## src/rtl/json_string_unescape_utf8_unit_macros.svh

```systemverilog
// Assertion helpers shared by the string unescape unit.
`ifndef JSON_STRING_UNESCAPE_UTF8_UNIT_MACROS_SVH
`define JSON_STRING_UNESCAPE_UTF8_UNIT_MACROS_SVH

`ifndef SYNTHESIS
// Same-cycle implication, checked at every clock edge outside reset.
`define JSU_ASSERT_IMPLY(lbl, ck, rn, ante, cons, msg) \
  lbl: assert property (@(posedge ck) disable iff (!rn) (ante) |-> (cons)) else $error(msg);
// Next-cycle implication, checked at every clock edge outside reset.
`define JSU_ASSERT_NEXT(lbl, ck, rn, ante, cons, msg) \
  lbl: assert property (@(posedge ck) disable iff (!rn) (ante) |=> (cons)) else $error(msg);
`else
`define JSU_ASSERT_IMPLY(lbl, ck, rn, ante, cons, msg)
`define JSU_ASSERT_NEXT(lbl, ck, rn, ante, cons, msg)
`endif

`endif

```

## src/rtl/jsu_pkg.sv

```systemverilog
package jsu_pkg;

  // Payload of one input request.
  typedef struct packed {
    logic [7:0] in_byte;
    logic       end_of_input;
  } in_item_t;

  // Payload of one result.
  typedef struct packed {
    logic [1:0] result_kind;
    logic [7:0] out_byte;
    logic [3:0] error_code;
    logic       last;
  } out_item_t;

  // Result kinds.
  localparam logic [1:0] KIND_BYTE  = 2'd0;
  localparam logic [1:0] KIND_CLOSE = 2'd1;
  localparam logic [1:0] KIND_ERROR = 2'd2;

  // Error codes.
  localparam logic [3:0] ERR_NONE         = 4'd0;
  localparam logic [3:0] ERR_NO_QUOTE     = 4'd1;
  localparam logic [3:0] ERR_UNTERMINATED = 4'd2;
  localparam logic [3:0] ERR_CONTROL      = 4'd3;
  localparam logic [3:0] ERR_BAD_ESCAPE   = 4'd4;
  localparam logic [3:0] ERR_BAD_HEX      = 4'd5;
  localparam logic [3:0] ERR_SHORT_HEX    = 4'd6;
  localparam logic [3:0] ERR_MISSING_LOW  = 4'd7;
  localparam logic [3:0] ERR_INVALID_LOW  = 4'd8;
  localparam logic [3:0] ERR_LONE_LOW     = 4'd9;

  // Character codes the parser looks for.
  localparam logic [7:0] CH_QUOTE     = 8'h22;
  localparam logic [7:0] CH_BACKSLASH = 8'h5C;
  localparam logic [7:0] CH_SLASH     = 8'h2F;
  localparam logic [7:0] CH_LOWER_B   = 8'h62;
  localparam logic [7:0] CH_LOWER_F   = 8'h66;
  localparam logic [7:0] CH_LOWER_N   = 8'h6E;
  localparam logic [7:0] CH_LOWER_R   = 8'h72;
  localparam logic [7:0] CH_LOWER_T   = 8'h74;
  localparam logic [7:0] CH_LOWER_U   = 8'h75;
  localparam logic [7:0] CH_CONTROL_END = 8'h20;

  // Decoded control bytes of the simple escapes.
  localparam logic [7:0] BYTE_BS = 8'h08;
  localparam logic [7:0] BYTE_FF = 8'h0C;
  localparam logic [7:0] BYTE_LF = 8'h0A;
  localparam logic [7:0] BYTE_CR = 8'h0D;
  localparam logic [7:0] BYTE_HT = 8'h09;

  // Top six bits of high and low surrogate code units.
  localparam logic [5:0] SURR_HIGH_TAG = 6'b110110;
  localparam logic [5:0] SURR_LOW_TAG  = 6'b110111;
  localparam logic [20:0] SUPPLEMENTARY_BASE = 21'h10000;

  // Command that the parser hands to the UTF-8 writer.
  typedef enum logic [1:0] {
    CMD_RAW   = 2'd0,
    CMD_CP    = 2'd1,
    CMD_CLOSE = 2'd2,
    CMD_ERR   = 2'd3
  } cmd_op_t;

  typedef struct packed {
    cmd_op_t     op;
    logic [20:0] value;
    logic [3:0]  err;
  } cmd_t;

  // Returns {is_hex, value} for one ASCII character, either letter case.
  function automatic logic [4:0] hex_decode(input logic [7:0] c);
    logic [4:0] res;
    res = 5'd0;
    if (c >= 8'h30 && c <= 8'h39) begin
      res = {1'b1, c[3:0]};
    end else if ((c >= 8'h61 && c <= 8'h66) || (c >= 8'h41 && c <= 8'h46)) begin
      res = {1'b1, c[3:0] + 4'd9};
    end
    return res;
  endfunction

endpackage

```

## src/rtl/jsu_front.sv

```systemverilog
module jsu_front (
  input  logic              clk,
  input  logic              rst_n,
  input  logic              in_valid,
  output logic              in_stall,
  input  jsu_pkg::in_item_t in_data,
  input  logic              q_full,
  output logic              push,
  output jsu_pkg::cmd_t     cmd
);
  import jsu_pkg::*;

  typedef enum logic [6:0] {
    PH_IDLE   = 7'b0000001,
    PH_BODY   = 7'b0000010,
    PH_ESC    = 7'b0000100,
    PH_HEX1   = 7'b0001000,
    PH_LOW_BS = 7'b0010000,
    PH_LOW_U  = 7'b0100000,
    PH_HEX2   = 7'b1000000
  } phase_t;

  phase_t      phase_r, phase_nxt;
  logic [1:0]  hex_count_r, hex_count_nxt;
  logic [15:0] code_unit_r, code_unit_nxt;
  logic [9:0]  hs_r, hs_nxt;

  logic        accept;
  logic [7:0]  c;
  logic        eoi;
  logic [4:0]  hex;
  logic [15:0] cu_full;
  logic        fail;
  logic [3:0]  err;

  // The parser takes a request whenever the queue has room.
  assign in_stall = q_full;
  assign accept   = in_valid && !q_full;
  assign c        = in_data.in_byte;
  assign eoi      = in_data.end_of_input;
  assign hex      = hex_decode(c);
  assign cu_full  = {code_unit_r[11:0], hex[3:0]};

  // Parser state machine: classifies one byte per cycle, while the queue has room, into a command.
  always_comb begin
    phase_nxt     = phase_r;
    hex_count_nxt = hex_count_r;
    code_unit_nxt = code_unit_r;
    hs_nxt        = hs_r;
    fail          = 1'b0;
    err           = ERR_NONE;
    push          = 1'b0;
    cmd           = '0;
    if (accept) begin
      unique case (phase_r)
        PH_IDLE: begin
          if (eoi || c != CH_QUOTE) begin
            fail = 1'b1;
            err  = ERR_NO_QUOTE;
          end else begin
            phase_nxt = PH_BODY;
          end
        end
        PH_BODY: begin
          if (eoi) begin
            fail = 1'b1;
            err  = ERR_UNTERMINATED;
          end else if (c == CH_QUOTE) begin
            phase_nxt = PH_IDLE;
            push      = 1'b1;
            cmd.op    = CMD_CLOSE;
          end else if (c < CH_CONTROL_END) begin
            fail = 1'b1;
            err  = ERR_CONTROL;
          end else if (c == CH_BACKSLASH) begin
            phase_nxt = PH_ESC;
          end else begin
            push      = 1'b1;
            cmd.op    = CMD_RAW;
            cmd.value = {13'd0, c};
          end
        end
        PH_ESC: begin
          if (eoi) begin
            fail = 1'b1;
            err  = ERR_BAD_ESCAPE;
          end else begin
            phase_nxt = PH_BODY;
            push      = 1'b1;
            cmd.op    = CMD_RAW;
            unique case (c)
              CH_QUOTE, CH_BACKSLASH, CH_SLASH: cmd.value = {13'd0, c};
              CH_LOWER_B: cmd.value = {13'd0, BYTE_BS};
              CH_LOWER_F: cmd.value = {13'd0, BYTE_FF};
              CH_LOWER_N: cmd.value = {13'd0, BYTE_LF};
              CH_LOWER_R: cmd.value = {13'd0, BYTE_CR};
              CH_LOWER_T: cmd.value = {13'd0, BYTE_HT};
              CH_LOWER_U: begin
                push          = 1'b0;
                phase_nxt     = PH_HEX1;
                hex_count_nxt = 2'd0;
                code_unit_nxt = 16'd0;
              end
              default: begin
                push = 1'b0;
                fail = 1'b1;
                err  = ERR_BAD_ESCAPE;
              end
            endcase
          end
        end
        PH_HEX1, PH_HEX2: begin
          if (eoi) begin
            fail = 1'b1;
            err  = ERR_SHORT_HEX;
          end else if (!hex[4]) begin
            fail = 1'b1;
            err  = ERR_BAD_HEX;
          end else if (hex_count_r != 2'd3) begin
            hex_count_nxt = hex_count_r + 2'd1;
            code_unit_nxt = cu_full;
          end else begin
            // Fourth digit: the code unit is complete.
            hex_count_nxt = 2'd0;
            code_unit_nxt = 16'd0;
            if (phase_r == PH_HEX1) begin
              if (cu_full[15:10] == SURR_HIGH_TAG) begin
                hs_nxt    = cu_full[9:0];
                phase_nxt = PH_LOW_BS;
              end else if (cu_full[15:10] == SURR_LOW_TAG) begin
                fail = 1'b1;
                err  = ERR_LONE_LOW;
              end else begin
                phase_nxt = PH_BODY;
                push      = 1'b1;
                cmd.op    = CMD_CP;
                cmd.value = {5'd0, cu_full};
              end
            end else begin
              if (cu_full[15:10] != SURR_LOW_TAG) begin
                fail = 1'b1;
                err  = ERR_INVALID_LOW;
              end else begin
                phase_nxt = PH_BODY;
                push      = 1'b1;
                cmd.op    = CMD_CP;
                cmd.value = SUPPLEMENTARY_BASE + {1'b0, hs_r, cu_full[9:0]};
              end
            end
          end
        end
        PH_LOW_BS: begin
          if (eoi || c != CH_BACKSLASH) begin
            fail = 1'b1;
            err  = ERR_MISSING_LOW;
          end else begin
            phase_nxt = PH_LOW_U;
          end
        end
        PH_LOW_U: begin
          if (eoi || c != CH_LOWER_U) begin
            fail = 1'b1;
            err  = ERR_MISSING_LOW;
          end else begin
            phase_nxt     = PH_HEX2;
            hex_count_nxt = 2'd0;
            code_unit_nxt = 16'd0;
          end
        end
        default: begin
          phase_nxt = PH_IDLE;
        end
      endcase

      // Any error drops back to waiting for an opening quote.
      if (fail) begin
        phase_nxt     = PH_IDLE;
        hex_count_nxt = 2'd0;
        code_unit_nxt = 16'd0;
        push          = 1'b1;
        cmd.op        = CMD_ERR;
        cmd.value     = '0;
        cmd.err       = err;
      end
    end
  end

  // Parser state registers.
  always_ff @(posedge clk) begin
    if (!rst_n) begin
      phase_r     <= PH_IDLE;
      hex_count_r <= 2'd0;
    end else begin
      phase_r     <= phase_nxt;
      hex_count_r <= hex_count_nxt;
    end
  end

  // Gathered hex value and saved high surrogate.
  always_ff @(posedge clk) begin
    code_unit_r <= code_unit_nxt;
    hs_r        <= hs_nxt;
  end

endmodule

```

## src/rtl/jsu_queue.sv

```systemverilog
`include "json_string_unescape_utf8_unit_macros.svh"

module jsu_queue #(
  parameter int DEPTH = 4
) (
  input  logic          clk,
  input  logic          rst_n,
  input  logic          push,
  input  jsu_pkg::cmd_t push_cmd,
  input  logic          pop,
  output jsu_pkg::cmd_t head,
  output logic          empty,
  output logic          full
);
  import jsu_pkg::*;

  localparam int AW = $clog2(DEPTH);
  localparam int CW = $clog2(DEPTH + 1);

  cmd_t          entry_r [DEPTH];
  logic [AW-1:0] wr_ptr_r, wr_ptr_nxt;
  logic [AW-1:0] rd_ptr_r, rd_ptr_nxt;
  logic [CW-1:0] count_r, count_nxt;

  assign empty = (count_r == CW'(0));
  assign full  = (count_r == CW'(DEPTH));
  assign head  = entry_r[rd_ptr_r];

  // Pointer and fill count update.
  always_comb begin
    wr_ptr_nxt = wr_ptr_r;
    rd_ptr_nxt = rd_ptr_r;
    count_nxt  = count_r;
    if (push) begin
      wr_ptr_nxt = (wr_ptr_r == AW'(DEPTH - 1)) ? AW'(0) : wr_ptr_r + AW'(1);
    end
    if (pop) begin
      rd_ptr_nxt = (rd_ptr_r == AW'(DEPTH - 1)) ? AW'(0) : rd_ptr_r + AW'(1);
    end
    if (push && !pop) begin
      count_nxt = count_r + CW'(1);
    end else if (pop && !push) begin
      count_nxt = count_r - CW'(1);
    end
  end

  always_ff @(posedge clk) begin
    if (!rst_n) begin
      wr_ptr_r <= '0;
      rd_ptr_r <= '0;
      count_r  <= '0;
    end else begin
      wr_ptr_r <= wr_ptr_nxt;
      rd_ptr_r <= rd_ptr_nxt;
      count_r  <= count_nxt;
    end
  end

  // Entry storage.
  always_ff @(posedge clk) begin
    if (push) begin
      entry_r[wr_ptr_r] <= push_cmd;
    end
  end

  `JSU_ASSERT_IMPLY(a_no_overflow, clk, rst_n, push, !full, "command queue overflow")
  `JSU_ASSERT_IMPLY(a_no_underflow, clk, rst_n, pop, !empty, "command queue underflow")
  `JSU_ASSERT_NEXT(a_push_fills, clk, rst_n, push && !pop, !empty, "pushed entry vanished")

endmodule

```

## src/rtl/jsu_back.sv

```systemverilog
`include "json_string_unescape_utf8_unit_macros.svh"

module jsu_back (
  input  logic               clk,
  input  logic               rst_n,
  input  jsu_pkg::cmd_t      head,
  input  logic               q_empty,
  output logic               pop,
  output logic               out_valid,
  input  logic               out_stall,
  output jsu_pkg::out_item_t out_data
);
  import jsu_pkg::*;

  logic [1:0] idx_r, idx_nxt;
  logic       out_valid_r, out_valid_nxt;
  out_item_t  out_data_r, out_data_nxt;
  logic [1:0] last_idx;
  logic [1:0] sel;
  logic [5:0] chunk;
  logic [7:0] byte_val;
  logic       load;

  // Number of bytes the head command expands to, minus one.
  always_comb begin
    last_idx = 2'd0;
    if (head.op == CMD_CP) begin
      if (head.value <= 21'h7F) begin
        last_idx = 2'd0;
      end else if (head.value <= 21'h7FF) begin
        last_idx = 2'd1;
      end else if (head.value <= 21'hFFFF) begin
        last_idx = 2'd2;
      end else begin
        last_idx = 2'd3;
      end
    end
  end

  // Picks the UTF-8 byte at position idx_r of the head code point.
  assign sel = last_idx - idx_r;

  always_comb begin
    case (sel)
      2'd0:    chunk = head.value[5:0];
      2'd1:    chunk = head.value[11:6];
      default: chunk = head.value[17:12];
    endcase
    if (idx_r == 2'd0) begin
      case (last_idx)
        2'd0:    byte_val = head.value[7:0];
        2'd1:    byte_val = {3'b110, head.value[10:6]};
        2'd2:    byte_val = {4'b1110, head.value[15:12]};
        default: byte_val = {5'b11110, head.value[20:18]};
      endcase
    end else begin
      byte_val = {2'b10, chunk};
    end
  end

  // Output register loads when empty or when its result is being taken.
  assign load = !out_valid_r || !out_stall;

  always_comb begin
    idx_nxt       = idx_r;
    out_valid_nxt = out_valid_r;
    out_data_nxt  = out_data_r;
    pop           = 1'b0;
    if (load) begin
      out_valid_nxt = !q_empty;
      if (!q_empty) begin
        out_data_nxt            = '0;
        out_data_nxt.last       = (idx_r == last_idx);
        case (head.op)
          CMD_RAW, CMD_CP: begin
            out_data_nxt.result_kind = KIND_BYTE;
            out_data_nxt.out_byte    = byte_val;
          end
          CMD_CLOSE: begin
            out_data_nxt.result_kind = KIND_CLOSE;
          end
          default: begin
            out_data_nxt.result_kind = KIND_ERROR;
            out_data_nxt.error_code  = head.err;
          end
        endcase
        if (idx_r == last_idx) begin
          pop     = 1'b1;
          idx_nxt = 2'd0;
        end else begin
          idx_nxt = idx_r + 2'd1;
        end
      end
    end
  end

  always_ff @(posedge clk) begin
    if (!rst_n) begin
      idx_r       <= 2'd0;
      out_valid_r <= 1'b0;
    end else begin
      idx_r       <= idx_nxt;
      out_valid_r <= out_valid_nxt;
    end
  end

  always_ff @(posedge clk) begin
    out_data_r <= out_data_nxt;
  end

  assign out_valid = out_valid_r;
  assign out_data  = out_data_r;

  `JSU_ASSERT_IMPLY(a_idx_in_range, clk, rst_n, !q_empty, idx_r <= last_idx, "byte index past end")
  `JSU_ASSERT_IMPLY(a_multi_only_cp, clk, rst_n, idx_r != 2'd0, !q_empty && head.op == CMD_CP,
                    "multi-byte output without a code point")

endmodule

```

## src/rtl/json_string_unescape_utf8_unit.sv

```systemverilog
// JSON string unescape unit: one raw text byte in, decoded UTF-8 bytes out.
// Input channel in_valid/in_stall/in_data carries one byte per request, or an
// end-of-input marker. A request is taken at a clock edge with in_valid high
// and in_stall low. Result channel out_valid/out_stall/out_data carries zero or
// more results per request: a decoded byte, a string-closed mark or an error code,
// with last set on the final result that an input byte causes.
// Throughput: one input byte per cycle while the queue has room. The writer
// sends one result per cycle while out_stall is low, so a \u escape that
// expands to two to four UTF-8 bytes holds the writer for all of them; the
// command queue between parser and writer absorbs this and in_stall rises only when it is full.
// A result is written into the command queue and then into the output register
// before out_valid rises for it.
// Reset (rst_n low, synchronous) empties the queue and the output register and
// returns the parser to waiting for an opening quote.
// When out_stall is high the current result holds; the parser keeps taking
// bytes until the queue fills.
module json_string_unescape_utf8_unit #(
  parameter int QUEUE_DEPTH = 4
) (
  input  logic               clk,
  input  logic               rst_n,
  input  logic               in_valid,
  output logic               in_stall,
  input  jsu_pkg::in_item_t  in_data,
  output logic               out_valid,
  input  logic               out_stall,
  output jsu_pkg::out_item_t out_data
);
  import jsu_pkg::*;

  cmd_t push_cmd;
  cmd_t head;
  logic push;
  logic pop;
  logic q_empty;
  logic q_full;

  // Parser: classifies input bytes into commands.
  jsu_front u_front (
    .clk      (clk),
    .rst_n    (rst_n),
    .in_valid (in_valid),
    .in_stall (in_stall),
    .in_data  (in_data),
    .q_full   (q_full),
    .push     (push),
    .cmd      (push_cmd)
  );

  // Command queue between parser and writer.
  jsu_queue #(
    .DEPTH (QUEUE_DEPTH)
  ) u_queue (
    .clk      (clk),
    .rst_n    (rst_n),
    .push     (push),
    .push_cmd (push_cmd),
    .pop      (pop),
    .head     (head),
    .empty    (q_empty),
    .full     (q_full)
  );

  // Writer: expands commands into UTF-8 bytes and results.
  jsu_back u_back (
    .clk       (clk),
    .rst_n     (rst_n),
    .head      (head),
    .q_empty   (q_empty),
    .pop       (pop),
    .out_valid (out_valid),
    .out_stall (out_stall),
    .out_data  (out_data)
  );

endmodule

```

## config.mk

```make
export PLATFORM = sky130hd
export DESIGN_NAME = json_string_unescape_utf8_unit
export DESIGN_NICKNAME = d
export VERILOG_FILES = /design/src/rtl/jsu_pkg.sv /design/src/rtl/jsu_front.sv /design/src/rtl/jsu_queue.sv /design/src/rtl/jsu_back.sv /design/src/rtl/json_string_unescape_utf8_unit.sv
export VERILOG_INCLUDE_DIRS = /design/src /design/src/rtl
export SDC_FILE = /design/constraint.sdc
export NUM_CORES = 1
export LEC_CHECK = 0
export BUFFER_PORTS_ARGS = -buffer_cell sky130_fd_sc_hd__buf_2
export CAP_MARGIN = 20
export CORE_ASPECT_RATIO = 0.75
export CORE_MARGIN = 2
export CORE_UTILIZATION = 60
export DETAILED_ROUTE_END_ITERATION = 12
export GPL_ROUTABILITY_DRIVEN = 0
export HOLD_SLACK_MARGIN = 0.06
export PLACE_DENSITY = 0.76
export SETUP_SLACK_MARGIN = 0.5
export SYNTH_ARGS = -nofsm -noshare
export SYNTH_HDL_FRONTEND = slang
export SYNTH_SLANG_ARGS = --single-unit
```

## constraint.sdc

```tcl
create_clock -name clk -period 6 [get_ports clk]
set_input_delay 0.6 -clock clk [delete_from_list [all_inputs] [get_ports clk]]
set_output_delay 0.6 -clock clk [all_outputs]
set_load 0.03 [all_outputs]
```

==> metrics.sh <==
RESULT_OF_THE_RUN='finished clean'
GRT_FIRST_PASS_WIRELENGTH_UM=28000
REG_AREA_UM2=4780
CLOCK_TREE.BUFFER_DEPTH=2
PERIOD_MINUS_SLACK_NS=4.40
FINAL_ANTENNA_NET_COUNT=0
STD_CELL_ROWS=36
CTS_SETUP_BUFFERS=0
IRDROPWORSTVDD_mV=0.442
HIGHEST_UTILIZATION_ROUTING_LAYER_AT_THE_GLOBAL_ROUTE_STAGE='met2'
REPORT.FINAL.HOLD_VIOL_COUNT=0
NETLIST_TOP_CELLS_AREA='sky130_fd_sc_hd__edfxtp_1 (54%), sky130_fd_sc_hd__mux4_2 (7.6%), sky130_fd_sc_hd__dfxtp_1 (5.2%)'
POST_SYNTH_MOST_FREQUENT_CELLS='sky130_fd_sc_hd__edfxtp_1 (145), sky130_fd_sc_hd__nor2_1 (55), sky130_fd_sc_hd__nand2_1 (29), sky130_fd_sc_hd__mux4_2 (27), sky130_fd_sc_hd__a21oi_1 (24)'
FINAL-MAX-SLEW-VIOLATION-COUNT=0
FINAL_CORE_UTIL_PCT=68.9
GRT_UTIL_MET3_PCT=6.77
CLK_LATENCY_NS=0.44
SETUP.WORST_PATH.END_CLASS='flop'
NUMBER_OF_GLOBAL_ROUTE_VIAS_BEFORE_REPAIR=5140
DRT_ITER0_DRC=623
SYNTH_ENABLE_FLOP_CELLS=145
GRT_UTIL_ALL_LAYERS_PCT=26.5
TIMING.HOLD.WORST.CLASS='primary input to flop'
YOSYS_WARNINGS=0
GR-TOTAL-OVERFLOW=0
SYNTH_SEQUENTIAL_AREA_RATIO_PCT=59.4
CAP_VIOL_MAX_COUNT=0
ANTENNADIODECOUNT=0
PLACE_INST=780
AREA_OF_THE_CORE_UM2=13000
DRIVE_ABOVE_1_SHARE_PCT=18.3
SYNTHDOMINANTAREACELLTYPE='sky130_fd_sc_hd__edfxtp_1'
IO_PINS=30
RSZ0062_AT_GRT='false'
FP.DIEW_UM=138
AVGVIACOUNTPERCELL=6.66
WORST_PATH_MAX_FANOUT=20
TRITONCTS='done'
AREA_OF_THE_MULTI_INPUT_GATES_UM2=3090
SYNTH_TOP_CELL_AREA_SHARE_PCT=54.2
HPWLAFTERDP_UM=12200
SYN-NUM-NETS=630
POWER_DENSITY_nW_PER_UM2=413
FINALNETCOUNT=660
CRITICAL_PATH.STARTPOINT_TYPE='flop'
ROOT_DRIVER='sky130_fd_sc_hd__clkbuf_16'
SYN_TO_FINAL_GROWTH_PCT=11.5
MAXSLEWHEADROOM_PCT=29.6
FIN_TNS_SETUP_NS=0
WORST-SETUP-PATH-TYPE='flop to flop'
TIMING.CLOCK.SKEW_NS=0.00987
DRT_DRC_VIOLATIONS_LEFT=0
FLOORPLAN.DIE_AREA_UM2=14400
WIRE_PER_INST_UM=21.7
SYNTH_CELL_TYPE_COUNT=70
ANTENNA_FOUND_INITIAL=0
ASYNCSETRESETFLOPFRACSYNTH_PCT=0
GRT_START_MAX_NET_PINS=23
GRT_USE_MET1_PCT=37.4
TIMING.FINAL.WS_SETUP_NS=1.60
CTS_BUFFERS=17
CLKTRANSATPATHREGS_NS=0.07
SHARE_OF_THE_CLOCK_PERIOD_USED_BY_THE_WORST_PATH_PCT=73.3
SYNTH_FLOP_CELL='sky130_fd_sc_hd__edfxtp_1'
FILLERINSTANCES=927
FINAL-INSTANCE-COUNT-EXCL-FILL=812
POST_CTS_RESIZED=0
NETLIST_INSTANCES=598
ACHIEVABLE-FREQUENCY_GHz=0.227
H-TREE-DEPTH=4
HOLDWS_NS=0.435
DR_TOTAL_VIAS=5405
CLOCK_SINK_COUNT=166
POWER.LEAKAGE_nW=2.96
CRIT_REQUIRED_NS=6.36
POSTCTSHOLDBUFS=0
SETUP_VIOL=0
PORT_BUFFERS=29
GRT.MET2_USAGE_PCT=39.9
SYNTH.FF_LATCH_COUNT=166
SYNTHESIZED_AREA_DIVIDED_BY_SYNTHESIZED_CELL_COUNT_UM2=13.4
FLOORPLAN.INITIALDENSITY_PCT=61.8
ROUTED_WL_UM=17600
POST-SYNTH-TOP-COUNT-CELL='sky130_fd_sc_hd__edfxtp_1'
SYNTHESIS.AREA_UM2=8040
WORSTPATHARRIVAL_NS=4.76
SLEW_AT_THE_PIN_WITH_THE_WORST_MAX_SLEW_SLACK_NS=1.05
PLACE_WS_NS=1.39
DETAILEDROUTE.FIRSTPASSITERATIONCOUNT=6
DIE_H_UM=104
## report_power, final
part,internal (mW),switching [mW]
clock,0.673,0.438
sequential,1.45,0.0934
combinational,0.424,0.627
## per-stage QoR
step / power, mW / cell area [µm²]
floorplan: 2.33 / 8040
global placement: 2.57 / 8360
detailed placement: 2.60 / 8360
CTS: 3.72 / 8960
global route: 3.88 / 8960
finish: 3.71 / 8960
## cells in the final DEF (no fill, tap or decap), drive strengths merged, types with 17 or more instances in the layout
master and instances:
edfxtp 145, nor2 55, buf 39, nand2 29
mux4 27, a21oi 25, dfxtp 21, clkbuf 19
ha 18, nand3 17
## registers in the layout, summed over array words and instances, names as in the netlist, named ones only
| name | flops |
|---|---|
| u_front.hs_r | 10 |
| u_queue.wr_ptr_r | 2 |
| u_front.code_unit_r | 12 |
| u_front.hex_count_r | 2 |
| u_queue.count_r | 3 |
| u_queue.rd_ptr_r | 2 |
| u_back.out_valid | 1 |
| u_back.idx_r | 2 |
| u_queue.entry_r | 108 |
| u_front.phase_r | 7 |
| u_back.out_data | 15 |
## metal layers
layer	wire length (µm)	vias up	share of wire, %
met5	0	-	0
met4	376	0	2.1
met3	1430	40	8.1
met2	8240	275	47
met1	7600	2678	43
li1	-	2412	-
## cell type report
cell class                 count  area share (%)
sequential                   166            53.3
multi-input combinational    388            34.4
clock buffer                  19            5.05
timing repair buffer          39            2.46
tap                          171            2.39
clock inverter                13            1.72
inverter                      16           0.670
## worst max-delay path, cell delays in order, from the launching register on
cell and delay [ns]:
sky130_fd_sc_hd__dfxtp_2 0.80, sky130_fd_sc_hd__buf_4 0.34, sky130_fd_sc_hd__mux4_2 0.60, sky130_fd_sc_hd__o41ai_1 0.38, sky130_fd_sc_hd__nand2_1 0.09, sky130_fd_sc_hd__nand2_1 0.15
sky130_fd_sc_hd__ha_1 0.40, sky130_fd_sc_hd__nand3_1 0.21, sky130_fd_sc_hd__ha_1 0.21, sky130_fd_sc_hd__inv_1 0.07, sky130_fd_sc_hd__fa_1 0.43, sky130_fd_sc_hd__xor2_1 0.17
sky130_fd_sc_hd__or3_1 0.31, sky130_fd_sc_hd__a21oi_1 0.15
## path summary, 6_finish.rpt
path | cells past startpoint | from | slack (ns) | to
worst min-delay path | 3 | out_stall | 0.43 | u_back.out_valid
worst min register to register | 2 | u_front.hex_count_r[1] | 0.48 | u_front.hex_count_r[1]
worst max register to register | 13 | flop | 1.60 | u_queue.count_r[2]
worst max-delay path | 13 | flop | 1.60 | u_queue.count_r[2]
## cells by family after synthesis
group                      count (synthesis)  share of synthesized area (%)
AOI/OAI and AO/OA                        103                           9.63
xor gates and xnor gates                  12                           1.31
DFF                                      166                           59.4
and+or+nand+nor                          206                           14.0
muxes                                     48                           10.3
adders and majority gates                 19                           3.05
buffers and inverters                     44                           2.35
No activity file was read; power rests on OpenSTA's default activity.
